`src/design/mprc_pkg.sv`:
```
`default_nettype none
package mprc_pkg;

  localparam int BYTE_W = 8;
  localparam int POS_W  = 32;
  localparam int TOL_W  = 24;
  localparam int CRC_W  = 16;
  localparam int IDX_W  = 5;
  localparam int AXES   = 3;

  typedef logic [IDX_W-1:0]        idx_t;
  typedef logic [BYTE_W-1:0]       byte_t;
  typedef logic [CRC_W-1:0]        crc_t;
  typedef logic [TOL_W-1:0]        tol_t;
  typedef logic signed [POS_W-1:0] pos_t;

  localparam idx_t IDX_COORD_LO = 5'd3;
  localparam idx_t IDX_COORD_HI = 5'd14;
  localparam idx_t IDX_CRC_LO   = 5'd15;
  localparam idx_t IDX_LAST     = 5'd16;

  localparam crc_t CRC_INIT  = 16'hFFFF;
  localparam crc_t CRC_POLY  = 16'hA001;
  localparam tol_t TOL_RESET = 24'd1000;

  typedef struct packed {
    logic good;
    pos_t cur_x;
    pos_t cur_y;
    pos_t cur_z;
    pos_t got_x;
    pos_t got_y;
    pos_t got_z;
  } fin_t;

  // one byte of the reflected modbus crc, bit steps unrolled
  function automatic crc_t crc_byte(input crc_t crc_in, input byte_t b);
    crc_t c;
    c = crc_in ^ {8'h00, b};
    for (int i = 0; i < BYTE_W; i++) begin
      c = c[0] ? ((c >> 1) ^ CRC_POLY) : (c >> 1);
    end
    return c;
  endfunction

endpackage
`default_nettype wire

```
`src/design/mprc_if.sv`:
```
`default_nettype none
interface mprc_in_if;
  logic           valid;
  logic           ready;
  mprc_pkg::byte_t rx_byte;
  mprc_pkg::pos_t  cur_x;
  mprc_pkg::pos_t  cur_y;
  mprc_pkg::pos_t  cur_z;
  modport source (output valid, output rx_byte, output cur_x, output cur_y, output cur_z,
                  input ready);
  modport sink (input valid, input rx_byte, input cur_x, input cur_y, input cur_z,
                output ready);
endinterface

interface mprc_out_if;
  logic valid;
  logic ready;
  logic crc_good;
  logic near;
  modport source (output valid, output crc_good, output near, input ready);
  modport sink (input valid, input crc_good, input near, output ready);
endinterface

interface mprc_cfg_if;
  logic           valid;
  logic           ready;
  mprc_pkg::tol_t tolerance;
  modport source (output valid, output tolerance, input ready);
  modport sink (input valid, input tolerance, output ready);
endinterface
`default_nettype wire

```
`src/design/modbus_position_reply_checker_unit.sv`:
```
`default_nettype none
// channel   dir  handshake     payload
// in_req    in   valid/ready   rx_byte, cur_x, cur_y, cur_z
// out_res   out  valid/ready   crc_good, near
// cfg_wr    in   valid/ready   tolerance
//
// one request per cycle while in_req.ready is high; the result is registered
// crc byte update and coordinate shift happen on the accepted cycle,
// the 33-bit distance compares sit between the final stage and result register
// rst_n synchronous: frame counter and stage valids cleared, crc FFFF, tolerance 1000
// output stall fills the final stage, then in_req.ready drops
module modbus_position_reply_checker_unit (
  input wire logic     clk,
  input wire logic     rst_n,
  mprc_in_if.sink      in_req,
  mprc_out_if.source   out_res,
  mprc_cfg_if.sink     cfg_wr
);
  import mprc_pkg::*;

  tol_t tol_r;
  logic acc;
  logic fin_valid;
  fin_t fin;
  logic s1_ready;

  assign cfg_wr.ready = 1'b1;

  always_ff @(posedge clk) begin
    if (!rst_n) begin
      tol_r <= TOL_RESET;
    end else if (cfg_wr.valid) begin
      tol_r <= cfg_wr.tolerance;
    end
  end

  assign in_req.ready = s1_ready;
  assign acc          = in_req.valid && s1_ready;

  mprc_frame u_frame (
    .clk       (clk),
    .rst_n     (rst_n),
    .acc       (acc),
    .rx_byte   (in_req.rx_byte),
    .cur_x     (in_req.cur_x),
    .cur_y     (in_req.cur_y),
    .cur_z     (in_req.cur_z),
    .fin_valid (fin_valid),
    .fin       (fin)
  );

  mprc_near u_near (
    .clk       (clk),
    .rst_n     (rst_n),
    .fin_valid (fin_valid),
    .fin       (fin),
    .tol       (tol_r),
    .out_ready (out_res.ready),
    .s1_ready  (s1_ready),
    .out_valid (out_res.valid),
    .crc_good  (out_res.crc_good),
    .near      (out_res.near)
  );

endmodule
`default_nettype wire

```
`src/design/mprc_frame.sv`:
```
`default_nettype none
module mprc_frame (
  input  wire logic           clk,
  input  wire logic           rst_n,
  input  wire logic           acc,
  input  wire mprc_pkg::byte_t rx_byte,
  input  wire mprc_pkg::pos_t  cur_x,
  input  wire mprc_pkg::pos_t  cur_y,
  input  wire mprc_pkg::pos_t  cur_z,
  output logic                fin_valid,
  output mprc_pkg::fin_t      fin
);
  import mprc_pkg::*;

  idx_t  idx_r, idx_nxt, idx;
  crc_t  crc_r, crc_nxt;
  byte_t crc_lo_r, crc_lo_nxt;
  pos_t  coord_r [AXES];
  pos_t  coord_nxt [AXES];
  idx_t  coord_off;
  logic [1:0] sel;
  logic  last;
  logic  in_coord;

  always_comb begin
    idx       = (idx_r > IDX_LAST) ? '0 : idx_r;
    last      = (idx == IDX_LAST);
    idx_nxt   = last ? '0 : idx + 5'd1;
    coord_off = idx - IDX_COORD_LO;
    sel       = coord_off[3:2];
    in_coord  = (idx >= IDX_COORD_LO) && (idx <= IDX_COORD_HI);

    crc_nxt = crc_r;
    if (idx < IDX_CRC_LO) begin
      crc_nxt = crc_byte(crc_r, rx_byte);
    end
    if (last) begin
      crc_nxt = CRC_INIT;
    end

    crc_lo_nxt = (idx == IDX_CRC_LO) ? rx_byte : crc_lo_r;

    for (int a = 0; a < AXES; a++) begin
      coord_nxt[a] = coord_r[a];
      if (in_coord && (sel == 2'(a))) begin
        coord_nxt[a] = {coord_r[a][POS_W-BYTE_W-1:0], rx_byte};
      end
    end
  end

  always_ff @(posedge clk) begin
    if (!rst_n) begin
      idx_r <= '0;
      crc_r <= CRC_INIT;
    end else if (acc) begin
      idx_r <= idx_nxt;
      crc_r <= crc_nxt;
    end
  end

  // coordinates are fully shifted in before use
  always_ff @(posedge clk) begin
    if (acc) begin
      crc_lo_r <= crc_lo_nxt;
      for (int a = 0; a < AXES; a++) begin
        coord_r[a] <= coord_nxt[a];
      end
    end
  end

  assign fin_valid = acc && last;

  always_comb begin
    fin.good  = (crc_lo_r == crc_r[7:0]) && (rx_byte == crc_r[15:8]);
    fin.cur_x = cur_x;
    fin.cur_y = cur_y;
    fin.cur_z = cur_z;
    fin.got_x = coord_r[0];
    fin.got_y = coord_r[1];
    fin.got_z = coord_r[2];
  end

endmodule
`default_nettype wire

```
`src/design/mprc_near.sv`:
```
`default_nettype none
module mprc_near (
  input  wire logic          clk,
  input  wire logic          rst_n,
  input  wire logic          fin_valid,
  input  wire mprc_pkg::fin_t fin,
  input  wire mprc_pkg::tol_t tol,
  input  wire logic          out_ready,
  output logic               s1_ready,
  output logic               out_valid,
  output logic               crc_good,
  output logic               near
);
  import mprc_pkg::*;

  logic s1_v_r;
  fin_t s1_r;
  logic o_v_r, o_good_r, o_near_r;
  logic o_load;
  logic near_nxt;

  function automatic logic axis_near(input pos_t cur, input pos_t got, input tol_t t);
    logic signed [POS_W:0] d;
    logic [POS_W:0] mag;
    d   = {cur[POS_W-1], cur} - {got[POS_W-1], got};
    mag = d[POS_W] ? (POS_W+1)'(-d) : (POS_W+1)'(d);
    return mag < {{(POS_W+1-TOL_W){1'b0}}, t};
  endfunction

  assign o_load   = !o_v_r || out_ready;
  assign s1_ready = !s1_v_r || o_load;

  assign near_nxt = s1_r.good &&
                    axis_near(s1_r.cur_x, s1_r.got_x, tol) &&
                    axis_near(s1_r.cur_y, s1_r.got_y, tol) &&
                    axis_near(s1_r.cur_z, s1_r.got_z, tol);

  always_ff @(posedge clk) begin
    if (!rst_n) begin
      s1_v_r <= 1'b0;
      o_v_r  <= 1'b0;
    end else begin
      if (s1_ready) begin
        s1_v_r <= fin_valid;
      end
      if (o_load) begin
        o_v_r <= s1_v_r;
      end
    end
  end

  always_ff @(posedge clk) begin
    if (s1_ready && fin_valid) begin
      s1_r <= fin;
    end
    if (o_load && s1_v_r) begin
      o_good_r <= s1_r.good;
      o_near_r <= near_nxt;
    end
  end

  assign out_valid = o_v_r;
  assign crc_good  = o_good_r;
  assign near      = o_near_r;

endmodule
`default_nettype wire

```
`src/flat_wrapper.sv`:
```
// flat-port wrapper written by rule: the top's interface ports become plain ports
module modbus_position_reply_checker_unit_flat import mprc_pkg::*;
  (clk, rst_n, in_req_valid, in_req_rx_byte, in_req_cur_x, in_req_cur_y, in_req_cur_z, in_req_ready, out_res_valid, out_res_crc_good, out_res_near, out_res_ready, cfg_wr_valid, cfg_wr_tolerance, cfg_wr_ready);
  mprc_in_if in_req_i ();
  mprc_out_if out_res_i ();
  mprc_cfg_if cfg_wr_i ();
  input wire logic clk;
  input wire logic rst_n;
  input wire logic [$bits(in_req_i.valid)-1:0] in_req_valid;
  input wire logic [$bits(in_req_i.rx_byte)-1:0] in_req_rx_byte;
  input wire logic [$bits(in_req_i.cur_x)-1:0] in_req_cur_x;
  input wire logic [$bits(in_req_i.cur_y)-1:0] in_req_cur_y;
  input wire logic [$bits(in_req_i.cur_z)-1:0] in_req_cur_z;
  output wire logic [$bits(in_req_i.ready)-1:0] in_req_ready;
  output wire logic [$bits(out_res_i.valid)-1:0] out_res_valid;
  output wire logic [$bits(out_res_i.crc_good)-1:0] out_res_crc_good;
  output wire logic [$bits(out_res_i.near)-1:0] out_res_near;
  input wire logic [$bits(out_res_i.ready)-1:0] out_res_ready;
  input wire logic [$bits(cfg_wr_i.valid)-1:0] cfg_wr_valid;
  input wire logic [$bits(cfg_wr_i.tolerance)-1:0] cfg_wr_tolerance;
  output wire logic [$bits(cfg_wr_i.ready)-1:0] cfg_wr_ready;
  assign in_req_i.valid = in_req_valid;
  assign in_req_i.rx_byte = in_req_rx_byte;
  assign in_req_i.cur_x = in_req_cur_x;
  assign in_req_i.cur_y = in_req_cur_y;
  assign in_req_i.cur_z = in_req_cur_z;
  assign in_req_ready = in_req_i.ready;
  assign out_res_valid = out_res_i.valid;
  assign out_res_crc_good = out_res_i.crc_good;
  assign out_res_near = out_res_i.near;
  assign out_res_i.ready = out_res_ready;
  assign cfg_wr_i.valid = cfg_wr_valid;
  assign cfg_wr_i.tolerance = cfg_wr_tolerance;
  assign cfg_wr_ready = cfg_wr_i.ready;
  modbus_position_reply_checker_unit u_core (.clk(clk), .rst_n(rst_n), .in_req(in_req_i), .out_res(out_res_i), .cfg_wr(cfg_wr_i));
endmodule
```
`config.mk`:
```
export PLATFORM = sky130hd
export DESIGN_NAME = modbus_position_reply_checker_unit_flat
export DESIGN_NICKNAME = d
export VERILOG_FILES = /design/src/design/mprc_pkg.sv /design/src/design/mprc_if.sv /design/src/design/modbus_position_reply_checker_unit.sv /design/src/design/mprc_frame.sv /design/src/design/mprc_near.sv /design/src/flat_wrapper.sv
export SDC_FILE = /design/constraint.sdc
export NUM_CORES = 1
export LEC_CHECK = 0
export BUFFER_PORTS_ARGS = -buffer_cell sky130_fd_sc_hd__buf_2
export CAP_MARGIN = 20
export CORE_MARGIN = 10
export CORE_UTILIZATION = 30
export CTS_CLUSTER_DIAMETER = 80
export CTS_CLUSTER_SIZE = 20
export DETAILED_ROUTE_END_ITERATION = 16
export SETUP_SLACK_MARGIN = 0.3
export SYNTH_ARGS = -nofsm -noshare
export SYNTH_HDL_FRONTEND = slang
export SYNTH_SLANG_ARGS = --single-unit
```
`constraint.sdc`:
```
create_clock -name clk -period 7.04 [get_ports clk]
set_input_delay 1.408 -clock clk [delete_from_list [all_inputs] [get_ports clk]]
set_output_delay 1.408 -clock clk [all_outputs]
set_load 0.01 [all_outputs]
```
==> impl_metrics.csv, run 1 <==
group,metric,value,unit
run_status,status,"finished clean",
floorplanning,rows,98,
synth,synth.avg_cell_area,10.3,sq um
global_routing,grt_max_degree,134,
placement,placed_cells,3114,
worst_setup_path,rrSetupSlack,1020,ps
pwr,ir_drop,0.162,mV
sta,post-route-period-util,0.855,
clock_network,clk_latency,570,ps
synth,synth_edf_count,299,
layout,num_antenna_cells,0,
layout,area_delta_synth_final,11.5,%
clock_network,tritoncts,"yes",
clock_network,clockBufferDepth,3,
routing,wl_met1,28100,microns
worst_setup_path,crit_path_start_kind,"flip-flop",
floorplanning,die_x,289,microns
routing,wl_per_cell,19.3,microns
sta,setup_viol,0,
worst_setup_path,crit_path_max_fanout,33,
layout,utilization,0.338,
worst_setup_path,r2r_cells,24,
clock_network,cts_post_setup_buffers_inserted,0,
synth,synth_warnings,0,
worst_setup_path,worstPathArrival,6460,ps
clock_network,cts.sinks,346,
routing,met2RoutedLength,29100,microns
sta,maxClockFrequency,166,MHz
worst_setup_path,endpoint_kind,"flip-flop",
clock_network,postCtsResizedCells,0,
routing,drc,0,
sta,slew_headroom,0.357,
placement,dpl.hpwl,47300,microns
clock_network,cts_buffers,26,
synth,ys_seq_area_frac,0.458,
pwr,p_leak,9.17,nW
synth,yosys.area_share.simple,0.141,
layout,final_cell_mix,"299 x edfxtp_1, 171 x ha_1, 152 x nand2_1",
global_routing,grt_pass1_vias,16400,
routing,wl,60900,microns
sta,slew_viol_final,0,
synth,synth_top_family_by_area,"compound AO/OA/AOI/OAI gates",
run,cap_violations,0,
layout,drive_above_1_share,0.105,
synth,synthAdderAreaFrac,0.102,
floorplanning,die_h,289,microns
worst_setup_path,startpoint,"u_core.u_near.s1_r[96]",
sta,rsz0062_at_grt,"false",
routing,vias_per_cell,5.23,
floorplanning,pin_count,138,
synth,syn-num-nets,2404,
worst_setup_path,crit_type,"flip-flop to flip-flop",
global_routing,track_usage,0.141,
floorplanning,design.core.area,71500,sq um
sta,worstMarginPinSlew,965,ps
clock_network,cts_root_buffer,"clkbuf_16",
worst_setup_path,required,7490,ps
clock_network,hold_buffers,0,
sta,fin_setup_tns,0,ps
clock_network,clk_pin_slew,80,ps
routing,antenna_left,0,
worst_setup_path,r2r_end,"u_core.u_near.near",
pwr,power_density,188,nW/um^2
sta,period_needed,6020,ps
synth,synth_cell_types,95,
synth,synth-main-ff-cell,"edfxtp_1",
layout,seqCellArea,9920,sq um
placement,place_congestion,0.889,
synth,synthMuxAreaShare,0.0141,
sta,finClkSkew,18.1,ps
layout,final_common_cell,"edfxtp_1",
floorplanning,start_util,0.303,
layout,layout.nets,2500,
worst_setup_path,r2r_start,"u_core.u_near.s1_r[96]",
clock_network,htree_levels,1,
routing,dr.pass1.iters,5,
layout,layoutNonFillerInstCount,3159,
global_routing,grt-ovfl-total,0,
global_routing,grt_pass1_wl,93500,microns
synth,synth_seq_cells,346,
synth,syn-cell-area,21700,sq um
layout,nFillCells,7204,
pwr,finalPower,0.00454,W
synth,async_flop_share,0,
routing,wl_met3,2720,microns
placement,numPortBuffers,136,
floorplanning,die_area,83300,sq um
routing,top_layer,"met4",
min_path,hp-class,"flip-flop to flip-flop",
layout,multi_input_comb_area,10900,sq um
synth,synth_compound_area_frac,0.174,
global_routing,antenna_found_initial,5,
worst_setup_path,crit_path_end,"u_core.u_near.near",
routing,via_count,16500,
synth,synthCells,2097,
sta,hold_violations,0,
synth,synth_xor_area_frac,0.0696,
routing,first_iter_violations,1369,
[metrics by stage]
step           setup slack, ps  instance area, sq um  hold WS, ps
4_1_cts                   1060                 24100          414
5_1_grt                    470                 24100          411
3_5_place_dp              1120                 23300          405
2_1_floorplan              635                 21700          400
6_report                  1020                 24100          415
3_3_place_gp              1140                 23300          404
[synthesized netlist by cell type (41+ instances only)]
cell type | count | area, sq um
o21ai_0 | 94 | 470
xor2_1 | 49 | 429
nand4_1 | 50 | 313
nor2_1 | 117 | 439
ha_1 | 171 | 2140
edfxtp_1 | 299 | 8980
nor2b_1 | 41 | 257
dfxtp_1 | 47 | 941
a21o_1 | 54 | 405
nand2_1 | 152 | 571
clkbuf_1 | 54 | 203
a21oi_1 | 141 | 706
nor3_1 | 45 | 225
inv_1 | 150 | 563
xnor2_1 | 123 | 1080
[flip-flops by register name (all words and copies together), names as in the netlist, 5 cells and up]
signal,flops
u_core.tol_r,24
u_core.u_frame.coord_r,96
u_core.u_frame.crc_r,16
u_core.u_frame.crc_lo_r,8
u_core.u_frame.idx_r,5
u_core.u_near.s1_r,193
[layout make-up]
| cell class | instances | share of cell area |
|---|---|---|
| Multi-Input combinational cell | 1524 | 0.450 |
| Sequential cell | 346 | 0.411 |
| Tap cell | 950 | 0.0492 |
| Timing Repair Buffer | 145 | 0.0309 |
| Clock buffer | 30 | 0.0284 |
| Inverter | 150 | 0.0236 |
| Clock inverter | 14 | 0.00689 |
[logic make-up (layout without fill, tap and decap cells)]
| family | count (synthesis) | in the layout |
|---|---|---|
| buffers and inverters | 227 | 339 |
| XOR/XNOR | 172 | 172 |
| AND/OR/NAND/NOR | 584 | 584 |
| other | 1 | 1 |
| AO/OA/AOI/OAI | 563 | 563 |
| adder cells (fa/ha/maj) | 174 | 174 |
| multiplexers | 30 | 30 |
| flip-flops | 346 | 346 |
[report_power, final]
| group | switching [W] | leakage [nW] | internal (W) |
|---|---|---|---|
| sequential | 0.0000370 | 3.09 | 0.00227 |
| combinational | 0.000402 | 5.66 | 0.000290 |
| clock | 0.000781 | 0.416 | 0.000766 |
| total | 0.00122 | 9.17 | 0.00332 |
[critical path, stage by stage (launching register included)]
cell	delay, ps
edfxtp_1	360
inv_1	70
ha_1	160
inv_1	60
fa_1	430
a211oi_2	280
o211ai_1	160
a21oi_1	340
o31ai_1	190
a221o_1	380
a31o_2	450
mux2_2	360
ha_1	270
a21boi_0	140
o21a_1	210
o21a_1	170
o21a_1	160
o21ai_0	180
a21oi_1	110
o2111ai_1	200
a21oi_1	90
o21ai_0	170
or4b_1	450
nor4_1	280
and4b_1	210
[per-layer routing]
metal,vias up,GRT usage
met5,-,0
met4,0,0.0282
met3,66,0.0182
met2,425,0.243
met1,8023,0.188
li1,8014,-
[worst min-delay path by stage]
| stage | start | to | slack, ps | cells past startpoint |
|---|---|---|---|---|
| global placement | u_core.u_frame.coord_r[0][31] | u_core.u_near.s1_r[95] | 400 | 0 |
| detailed placement | u_core.u_frame.coord_r[0][56] | u_core.u_near.s1_r[56] | 400 | 0 |
| CTS | u_core.u_frame.coord_r[0][61] | u_core.u_near.s1_r[61] | 410 | 0 |
| finish | u_core.u_frame.coord_r[0][61] | u_core.u_near.s1_r[61] | 420 | 0 |
| floorplan | u_core.u_frame.coord_r[0][88] | u_core.u_near.s1_r[24] | 400 | 0 |
| global route | u_core.u_frame.coord_r[0][61] | u_core.u_near.s1_r[61] | 410 | 0 |
Power figures use the tool's default switching activity.
==> run 2, diff against run 1 <==
Settings changed: PLACE_DENSITY set to 0.5.
==> impl_metrics.csv, run 2 (synthesis results as in run 1) <==
group,metric,value,unit
run_status,status,"finished clean",
clock_network,clockBufferDepth,3,
global_routing,grt_pass1_vias,16300,
layout,nFillCells,7248,
routing,antenna_left,0,
layout,drive_above_1_share,0.107,
sta,hold_violations,0,
routing,vias_per_cell,5.16,
sta,holdWs,420,ps
layout,seqCellArea,9920,sq um
layout,final_common_cell,"edfxtp_1",
routing,drc,0,
worst_setup_path,required,7510,ps
worst_setup_path,crit_path_start_kind,"flip-flop",
routing,wl_per_cell,19.6,microns
clock_network,cts_post_setup_buffers_inserted,0,
placement,place_congestion,0.898,
pwr,power_density,192,nW/um^2
routing,via_count,16400,
worst_setup_path,crit_path_max_fanout,6,
sta,setup_viol,0,
sta,slew_headroom,0.375,
layout,utilization,0.340,
floorplanning,pin_count,138,
floorplanning,die_area,83300,sq um
worst_setup_path,r2r_cells,22,
routing,dr.pass1.iters,6,
floorplanning,die_x,289,microns
worst_setup_path,endpoint_kind,"flip-flop",
layout,reg.largest.list,"u_core.u_near.s1_r: 193 flops, u_core.u_frame.coord_r: 96 flops, u_core.tol_r: 24 flops",
clock_network,clk_latency,590,ps
run,cap_violations,0,
sta,period_needed,6060,ps
sta,post-route-period-util,0.860,
sta,finClkSkew,14.7,ps
sta,worstMarginPinSlew,931,ps
clock_network,clk_pin_slew,80,ps
routing,first_iter_violations,1097,
placement,numPortBuffers,136,
layout,final_cell_mix,"299 x edfxtp_1, 171 x ha_1, 152 x nand2_1",
global_routing,track_usage,0.144,
layout,largest-register,"u_core.u_near.s1_r",
min_path,hp-class,"flip-flop to flip-flop",
pwr,ir_drop,0.173,mV
sta,slew_viol_final,0,
min_path,hold_path_depth,0,
pwr,p_leak,9.22,nW
clock_network,hold_buffers,0,
clock_network,tritoncts,"yes",
placement,dpl.hpwl,47800,microns
global_routing,grt_max_degree,125,
floorplanning,rows,98,
global_routing,grt-ovfl-total,0,
layout,layout.nets,2504,
sta,maxClockFrequency,165,MHz
clock_network,cts_buffers,28,
floorplanning,start_util,0.303,
clock_network,cts_root_buffer,"clkbuf_16",
floorplanning,die_h,289,microns
worst_setup_path,crit_type,"flip-flop to flip-flop",
global_routing,grt_pass1_wl,95000,microns
layout,largest_reg_flops,193,
pwr,finalPower,0.00466,W
layout,multi_input_comb_area,10900,sq um
worst_setup_path,worstPathArrival,6520,ps
clock_network,htree_levels,1,
clock_network,postCtsResizedCells,0,
routing,wl,62000,microns
sta,fin_setup_tns,0,ps
layout,area_delta_synth_final,12.1,%
global_routing,antenna_found_initial,3,
placement,dp_worst_setup_slack,1160,ps
clock_network,cts.sinks,346,
sta,rsz0062_at_grt,"false",
sta,worst_slack,983,ps
floorplanning,design.core.area,71500,sq um
-- run 2: changes by cell type in the layout (fill, tap and decap cells not counted), moves of 2 or more --
cell       previous run  this run
buf_4                 8        10
clkbuf_1              3         5
clkbuf_16            27        30
clkinv_4              3         1
clkinv_8              1         3
inv_12                2         5
-- run 2: worst paths after layout --
kind / startpoint / end / slack, ps
setup / recovery: u_core.u_near.s1_r[97] / u_core.u_near.near / 980
hold / removal: u_core.u_frame.coord_r[0][24] / u_core.u_near.s1_r[88] / 420
setup reg to reg: u_core.u_near.s1_r[97] / u_core.u_near.near / 980
hold reg to reg: u_core.u_frame.coord_r[0][24] / u_core.u_near.s1_r[88] / 420
-- run 2: final cells by class --
type                       count  area share
clock buffer                  35      0.0317
tap                          950      0.0490
timing repair buffer         147      0.0313
multi-input combinational   1524       0.448
inverter                     150      0.0235
sequential                   346       0.409
clock inverter                14     0.00773
antenna                        1    0.000103
-- run 2: power breakdown --
group / switching, W / leakage [nW] / internal [W] / total [W]
Clock: 0.000844 / 0.463 / 0.000823 / 0.00167
Sequential: 0.0000375 / 3.09 / 0.00227 / 0.00230
Combinational: 0.000402 / 5.67 / 0.000289 / 0.000691
Total: 0.00128 / 9.22 / 0.00338 / 0.00466
-- run 2: worst max-delay path: stages, from the launching register on --
cell       delay [ps]
edfxtp_1          430
ha_1              290
nor2b_1           140
o2111ai_1         530
a21oi_1           290
o211ai_1          360
nand2_1           160
or4_1             600
nor3b_2           410
nor2b_1           200
nor2_1             60
xor2_1            150
ha_1              300
nand4_1           130
nor2_1             80
nand2_1            60
o2111ai_1         120
o2111ai_1         250
a21oi_1           100
o21ai_0           290
or4b_1            470
nor4_1            290
and4b_1           220
-- run 2: per-stage QoR --
stage          area, sq um  instances
2_1_floorplan        21700       2097
3_3_place_gp         23300       3116
3_5_place_dp         23300       3116
4_1_cts              24300       3165
5_1_grt              24300       3166
6_report             24300       3167
-- run 2: layer usage --
layer | GRT usage | up-vias | share of wire
met3 | 0.0189 | 60 | 0.040
li1 | - | 8011 | -
met1 | 0.195 | 7906 | 0.47
met4 | 0.0298 | 0 | 0.020
met2 | 0.244 | 375 | 0.47
met5 | 0 | - | 0
